--- src/rtl/mbrf_pkg.sv ---
// shared types, constants and crc helper for the modbus read request framer
`default_nettype none

package mbrf_pkg;

	localparam logic [7:0]  FUNC_READ_HOLDING = 8'h03;
	localparam logic [15:0] CRC_INIT          = 16'hFFFF;
	localparam logic [15:0] CRC_POLY          = 16'hA001;
	localparam logic [7:0]  DEV_ADDR_RESET    = 8'h01;

	localparam logic [2:0] IDX_ADDR     = 3'd0;
	localparam logic [2:0] IDX_FUNC     = 3'd1;
	localparam logic [2:0] IDX_START_HI = 3'd2;
	localparam logic [2:0] IDX_START_LO = 3'd3;
	localparam logic [2:0] IDX_COUNT_HI = 3'd4;
	localparam logic [2:0] IDX_COUNT_LO = 3'd5;
	localparam logic [2:0] IDX_CRC_LO   = 3'd6;
	localparam logic [2:0] IDX_CRC_HI   = 3'd7;

	typedef struct packed {
		logic [7:0]  dev_addr;
		logic [15:0] start_reg;
		logic [6:0]  reg_count;
	} req_t;

	function automatic logic [15:0] crc_byte(input logic [15:0] crc_in, input logic [7:0] data);
		logic [15:0] c;
		c = crc_in ^ {8'h00, data};
		for (int b = 0; b < 8; b++) begin
			if (c[0]) begin
				c = (c >> 1) ^ CRC_POLY;
			end else begin
				c = c >> 1;
			end
		end
		return c;
	endfunction

endpackage

`default_nettype wire

--- src/rtl/mbrf_front.sv ---
// front end: address register, item capture and two-entry request queue
`default_nettype none

module mbrf_front (
	input  wire logic           clk,
	input  wire logic           arst_n,
	input  wire logic           cfg_we,
	input  wire logic [7:0]     cfg_wdata,
	input  wire logic           in_valid,
	output logic                in_ready,
	input  wire logic [15:0]    in_start_reg,
	input  wire logic [6:0]     in_reg_count,
	output logic                req_valid,
	input  wire logic           req_ready,
	output mbrf_pkg::req_t      req
);

	logic [7:0]     dev_addr_q;
	mbrf_pkg::req_t queue_q [2];
	logic           wr_ptr_q;
	logic           rd_ptr_q;
	logic [1:0]     count_q;
	logic           push;
	logic           pop;

	assign in_ready  = (count_q != 2'd2);
	assign req_valid = (count_q != 2'd0);
	assign push      = in_valid && in_ready;
	assign pop       = req_valid && req_ready;
	assign req       = queue_q[rd_ptr_q];

	always_ff @(posedge clk or negedge arst_n) begin
		if (!arst_n) begin
			dev_addr_q <= mbrf_pkg::DEV_ADDR_RESET;
		end else if (cfg_we) begin
			dev_addr_q <= cfg_wdata;
		end
	end

	always_ff @(posedge clk) begin
		if (push) begin
			queue_q[wr_ptr_q] <= '{dev_addr: dev_addr_q, start_reg: in_start_reg,
				reg_count: in_reg_count};
		end
	end

	always_ff @(posedge clk or negedge arst_n) begin
		if (!arst_n) begin
			wr_ptr_q <= 1'b0;
			rd_ptr_q <= 1'b0;
			count_q  <= 2'd0;
		end else begin
			if (push) begin
				wr_ptr_q <= ~wr_ptr_q;
			end
			if (pop) begin
				rd_ptr_q <= ~rd_ptr_q;
			end
			if (push && !pop) begin
				count_q <= count_q + 2'd1;
			end else if (pop && !push) begin
				count_q <= count_q - 2'd1;
			end
		end
	end

`ifndef NO_ASSERTIONS
	a_count_range: assert property (@(posedge clk) disable iff (!arst_n)
		count_q != 2'd3)
		else $error("queue count out of range");
	a_ptr_match: assert property (@(posedge clk) disable iff (!arst_n)
		(count_q == 2'd0 || count_q == 2'd2) |-> (wr_ptr_q == rd_ptr_q))
		else $error("queue pointers disagree with count");
`endif

endmodule

`default_nettype wire

--- src/rtl/mbrf_back.sv ---
// back end: byte serializer with running crc and output register
`default_nettype none

module mbrf_back (
	input  wire logic           clk,
	input  wire logic           arst_n,
	input  wire logic           req_valid,
	output logic                req_ready,
	input  wire mbrf_pkg::req_t req,
	output logic                out_valid,
	input  wire logic           out_ready,
	output logic [7:0]          out_byte,
	output logic                out_last
);

	mbrf_pkg::req_t cur_q;
	logic           busy_q;
	logic [2:0]     idx_q;
	logic [15:0]    crc_q;
	logic           m_valid_q;
	logic [7:0]     m_byte_q;
	logic           m_last_q;
	logic           advance;
	logic           emit;
	logic           final_emit;
	logic [7:0]     byte_sel;

	assign advance    = !m_valid_q || out_ready;
	assign emit       = busy_q && advance;
	assign final_emit = emit && (idx_q == mbrf_pkg::IDX_CRC_HI);
	assign req_ready  = !busy_q || final_emit;

	assign out_valid = m_valid_q;
	assign out_byte  = m_byte_q;
	assign out_last  = m_last_q;

	always_comb begin
		case (idx_q)
			mbrf_pkg::IDX_ADDR:     byte_sel = cur_q.dev_addr;
			mbrf_pkg::IDX_FUNC:     byte_sel = mbrf_pkg::FUNC_READ_HOLDING;
			mbrf_pkg::IDX_START_HI: byte_sel = cur_q.start_reg[15:8];
			mbrf_pkg::IDX_START_LO: byte_sel = cur_q.start_reg[7:0];
			mbrf_pkg::IDX_COUNT_HI: byte_sel = 8'h00;
			mbrf_pkg::IDX_COUNT_LO: byte_sel = {1'b0, cur_q.reg_count};
			mbrf_pkg::IDX_CRC_LO:   byte_sel = crc_q[7:0];
			mbrf_pkg::IDX_CRC_HI:   byte_sel = crc_q[15:8];
			default:                byte_sel = 8'h00;
		endcase
	end

	always_ff @(posedge clk) begin
		if (req_valid && req_ready) begin
			cur_q <= req;
		end
		if (emit) begin
			m_byte_q <= byte_sel;
			m_last_q <= (idx_q == mbrf_pkg::IDX_CRC_HI);
		end
	end

	always_ff @(posedge clk or negedge arst_n) begin
		if (!arst_n) begin
			busy_q    <= 1'b0;
			idx_q     <= mbrf_pkg::IDX_ADDR;
			crc_q     <= mbrf_pkg::CRC_INIT;
			m_valid_q <= 1'b0;
		end else begin
			if (advance) begin
				m_valid_q <= busy_q;
			end
			if (req_valid && req_ready) begin
				busy_q <= 1'b1;
				idx_q  <= mbrf_pkg::IDX_ADDR;
				crc_q  <= mbrf_pkg::CRC_INIT;
			end else if (final_emit) begin
				busy_q <= 1'b0;
				idx_q  <= mbrf_pkg::IDX_ADDR;
			end else if (emit) begin
				idx_q <= idx_q + 3'd1;
				if (idx_q < mbrf_pkg::IDX_CRC_LO) begin
					crc_q <= mbrf_pkg::crc_byte(crc_q, byte_sel);
				end
			end
		end
	end

`ifndef NO_ASSERTIONS
	a_idle_idx: assert property (@(posedge clk) disable iff (!arst_n)
		!busy_q |-> (idx_q == mbrf_pkg::IDX_ADDR))
		else $error("byte index not at start while idle");
	a_crc_start: assert property (@(posedge clk) disable iff (!arst_n)
		(busy_q && idx_q == mbrf_pkg::IDX_ADDR) |-> (crc_q == mbrf_pkg::CRC_INIT))
		else $error("crc not seeded at frame start");
	a_last_beat: assert property (@(posedge clk) disable iff (!arst_n)
		emit |=> (m_valid_q && (m_last_q == ($past(idx_q) == mbrf_pkg::IDX_CRC_HI))))
		else $error("last flag does not match frame position");
`endif

endmodule

`default_nettype wire

--- src/rtl/modbus_read_request_framer.sv ---
// top level of the modbus read holding registers request framer
//
// channel  | dir | beat content
// s_axis   | in  | tdata[15:0] start register, tdata[22:16] register count
// m_axis   | out | tdata[7:0] frame byte, tlast on crc high byte
// cfg      | in  | cfg_wdata device address, written when cfg_we
//
// each request leaves as eight beats, one per cycle while m_axis_tready stays high
// the byte serializer paces the output; a two-entry queue lets requests wait meanwhile
// when idle, a request beat passes the queue, the serializer request register and the output register
// reset clears queue, serializer and output register; device address resets to 1
// a stall on m_axis holds the output register and fills the queue, then drops s_axis_tready
`default_nettype none

module modbus_read_request_framer (
	input  wire logic        clk,
	input  wire logic        arst_n,
	input  wire logic        cfg_we,
	input  wire logic [7:0]  cfg_wdata,
	input  wire logic        s_axis_tvalid,
	output logic             s_axis_tready,
	input  wire logic [23:0] s_axis_tdata,  // start_register, register_count, pad
	output logic             m_axis_tvalid,
	input  wire logic        m_axis_tready,
	output logic [7:0]       m_axis_tdata,  // frame_byte
	output logic             m_axis_tlast
);

	logic           req_valid;
	logic           req_ready;
	mbrf_pkg::req_t req;

	mbrf_front u_front (
		.clk          (clk),
		.arst_n       (arst_n),
		.cfg_we       (cfg_we),
		.cfg_wdata    (cfg_wdata),
		.in_valid     (s_axis_tvalid),
		.in_ready     (s_axis_tready),
		.in_start_reg (s_axis_tdata[15:0]),
		.in_reg_count (s_axis_tdata[22:16]),
		.req_valid    (req_valid),
		.req_ready    (req_ready),
		.req          (req)
	);

	mbrf_back u_back (
		.clk       (clk),
		.arst_n    (arst_n),
		.req_valid (req_valid),
		.req_ready (req_ready),
		.req       (req),
		.out_valid (m_axis_tvalid),
		.out_ready (m_axis_tready),
		.out_byte  (m_axis_tdata),
		.out_last  (m_axis_tlast)
	);

endmodule

`default_nettype wire
--- config.mk ---
export PLATFORM = sky130hd
export DESIGN_NAME = modbus_read_request_framer
export DESIGN_NICKNAME = d
export VERILOG_FILES = /design/src/rtl/mbrf_pkg.sv /design/src/rtl/mbrf_front.sv /design/src/rtl/mbrf_back.sv /design/src/rtl/modbus_read_request_framer.sv
export SDC_FILE = /design/constraint.sdc
export NUM_CORES = 1
export LEC_CHECK = 0
export ABC_AREA = 1
export BUFFER_PORTS_ARGS = -buffer_cell sky130_fd_sc_hd__buf_4
export CAP_MARGIN = 20
export CORE_MARGIN = 1.5
export CORE_UTILIZATION = 42
export DETAILED_ROUTE_END_ITERATION = 10
export HOLD_SLACK_MARGIN = 0.12
export PLACE_DENSITY = 0.67
export REMOVE_ABC_BUFFERS = 1
export SKIP_CTS_REPAIR_TIMING = 1
export SYNTH_ARGS = -nofsm -noshare
export SYNTH_HDL_FRONTEND = slang
export SYNTH_SLANG_ARGS = --single-unit
export TNS_END_PERCENT = 10
--- constraint.sdc ---
create_clock -name clk -period 12.4 [get_ports clk]
set_input_delay 0.62 -clock clk [delete_from_list [all_inputs] [get_ports clk]]
set_output_delay 0.62 -clock clk [all_outputs]
set_load 0.005 [all_outputs]
==> impl_metrics.json <==
{
  "status": "completed",
  "ctsLongestPathBuffers": 2,
  "synth.largest_area_cell": "edfxtp_1",
  "grt_start_max_net_pins": 37,
  "crit_fanout": 13,
  "routedLengthMet1_microns": 4820,
  "drt-pass1-iter-count": 5,
  "area_delta_synth_final_pct": 20.0,
  "die_area_sq_um": 14600,
  "setup_violations": 0,
  "tightest_slew_ns": 1.08,
  "fin_tns_setup_ns": 0,
  "hold_slack_ns": 0.175,
  "fmax_mhz": 280,
  "grt_pass1_wl_microns": 18500,
  "cp_slowest_cell": "a21oi_1",
  "r2r_cells": 9,
  "fin_cells": 786,
  "routed-via-count": 3752,
  "highest_layer": "met4",
  "yosysTopAreaCellShare_pct": 52.7,
  "drt-total-wl_microns": 10800,
  "dp_hpwl_microns": 7260,
  "io_buffer_count": 46,
  "ant_nets": 0,
  "final_common_cell": "nand2_1",
  "power_switching_w": 0.000743,
  "worstSetupEndpointType": "flop",
  "rsz0062_at_grt": "no",
  "synth_area_sq_um": 5820,
  "cts_tree": "done",
  "power_density_nw_per_um2": 290,
  "clock-root-buffer": "clkbuf_16",
  "crit_chain": "ha_1 -> ha_1 -> nor2_1 -> inv_1 -> a21oi_1 -> inv_1 -> nand2_1 -> clkinv_1 -> a22oi_1",
  "leakage_nw": 3.06,
  "power_frac_comb_pct": 37.7,
  "cpPeakStageDelay_ns": 0.83,
  "drive_above_1_share_pct": 23.0,
  "p_clk_share_pct": 25.5,
  "core_area_sq_um": 13400,
  "route.met2.wl_microns": 5250,
  "post-place-cells": 753,
  "wl_met3_microns": 541,
  "track_usage_pct": 16.5,
  "drv_cap": 0,
  "initial_core_util_pct": 43.4,
  "slew_headroom_pct": 27.8,
  "fin_skew_ns": 0.00566,
  "avgRoutedWirePerCell_microns": 13.8,
  "final_cell_mix": "nand2_1 (192), edfxtp_1 (102), buf_4 (49)",
  "grt_pass1_vias": 3841,
  "vias_per_cell": 4.77,
  "final_nets": 640,
  "holdCritPathClass": "input port to asynchronous set/reset pin",
  "netlist_instances": 542,
  "arrival_ns": 3.89,
  "h-tree-depth": 4,
  "fp-row-count": 42,
  "antenna_found_initial": 0,
  "clk_pin_slew_ns": 0.05,
  "drv_slew": 0,
  "n_fill_cell": 1145,
  "yosysWarnings": 0,
  "cp.required_ns": 12.72,
  "period_minus_slack_ns": 3.57,
  "ir_drop_v": 0.000108,
  "hold_viol_final": 0,
  "crit_type": "flop to flop",
  "syn_area_per_cell_sq_um": 10.7,
  "worstSetupStartpointType": "flop",
  "intPower_w": 0.00128,
  "switching_share_pct": 36.6,
  "fp.dieH_microns": 121,
  "ys_seq_area_share_pct": 67.2,
  "synth_cell_types": 32,
  "clkSinkCount": 135,
  "place_congestion": 0.842,
  "grt_overflow": 0,
  "insertion_delay_ns": 0.41,
  "ys_top_cells_by_area": "edfxtp_1 (53%), nand2_1 (12%), dfstp_2 (7.7%)",
  "drtIter0Drc": 190,
  "cts_buffers": 17,
  "timing.final.crit_share_pct": 28.8,
  "power_frac_seq_pct": 36.7,
  "boundaryPins": 48,
  "synth_seq_cells": 135,
  "drc": 0,
  "die-width_microns": 121,
  "diodes": 0
}
synthesized netlist by cell type, drive strengths merged:
cell	number
nor2	34
dfstp	17
or2	9
clkbuf	9
ha	6
buf	5
a21oi	14
nand2	214
o21ai	10
a22oi	3
nand3	34
xor2	3
edfxtp	102
a31oi	2
a32oi	3
clkinv	1
inv	48
mux2	8
dfrtp	16
nand3b	1
o22ai	2
xnor2	1
cell type report:
class	instances	area [sq um]	area share (%)
clock buffers	23	458	6.56
clock inverters	9	150	2.15
inverters	49	186	2.67
multi-input cells	344	1670	23.9
flip-flops and latches	135	3910	56.0
well taps	176	220	3.16
repair buffers	50	388	5.56
per-stage QoR:
stage | total power, W | utilization, % | area, sq um | setup WS, ns
finish | 0.00203 | 52.1 | 6980 | 8.83
floorplan | 0.00130 | - | 5750 | 8.50
detailed placement | 0.00151 | 47.4 | 6350 | 8.84
CTS | 0.00203 | 51.9 | 6960 | 8.83
global placement | 0.00148 | 47.4 | 6350 | 8.87
global route | 0.00218 | 52.1 | 6980 | 8.58
metal layers:
layer	up-vias	track usage [%]
met4	0	7.13
met2	85	26.7
met5	-	0
li1	1892	-
met1	1760	21.5
met3	15	3.77
sequential cells by signal, indices dropped and copies added, names as in the netlist:
register,count
u_back.busy_q,1
u_back.idx_q,3
u_back.out_byte,8
u_back.out_valid,1
u_front.dev_addr_q,8
u_front.count_q,2
u_back.cur_q,31
u_back.crc_q,16
u_back.out_last,1
u_front.rd_ptr_q,1
u_front.queue_q,62
u_front.wr_ptr_q,1
worst max-delay path: cells and delay by family (launching register included):
kind	cells	cell delay (ns)
compound gates	2	1.13
fa+ha+maj	2	0.61
buf+inv	3	0.81
flops	1	0.45
simple gates	2	0.49
kinds of logic after synthesis:
logic type / after synthesis / synth area share [%]
AOI/OAI and AO/OA: 34 / 3.40
DFF: 135 / 67.2
buffers and inverters: 63 / 4.41
muxes: 8 / 1.55
xor gates and xnor gates: 4 / 0.602
adders and majority gates: 6 / 1.29
and+or+nand+nor: 292 / 21.5
final timing paths:
path / from / slack (ns) / endpoint
worst min register to register: u_front.dev_addr_q[2]$_DFFE_PN0P_ / 0.46 / u_front.queue_q[0][25]$_DFFE_PP_
worst max register to register: u_back.idx_q[1]$_DFFE_PN0P_ / 8.83 / u_back.crc_q[9]$_DFFE_PN1P_
worst min-delay path: arst_n / 0.17 / u_back.idx_q[0]$_DFFE_PN0P_
min in group clk: s_axis_tdata[18] / 0.39 / u_front.queue_q[0][2]$_DFFE_PP_
worst max-delay path: u_back.idx_q[1]$_DFFE_PN0P_ / 8.83 / u_back.crc_q[9]$_DFFE_PN1P_
max in group asynchronous: arst_n / 11.87 / u_back.crc_q[11]$_DFFE_PN1P_
power groups by stage:
stage	clock [W]	sequential, W	combinational [W]
2_1_floorplan	0	0.000751	0.000545
3_3_place_gp	0	0.000748	0.000734
3_5_place_dp	0	0.000753	0.000756
4_1_cts	0.000526	0.000746	0.000761
5_1_grt	0.000545	0.000759	0.000878
6_report	0.000517	0.000745	0.000765
Power figures use the tool's default switching activity.
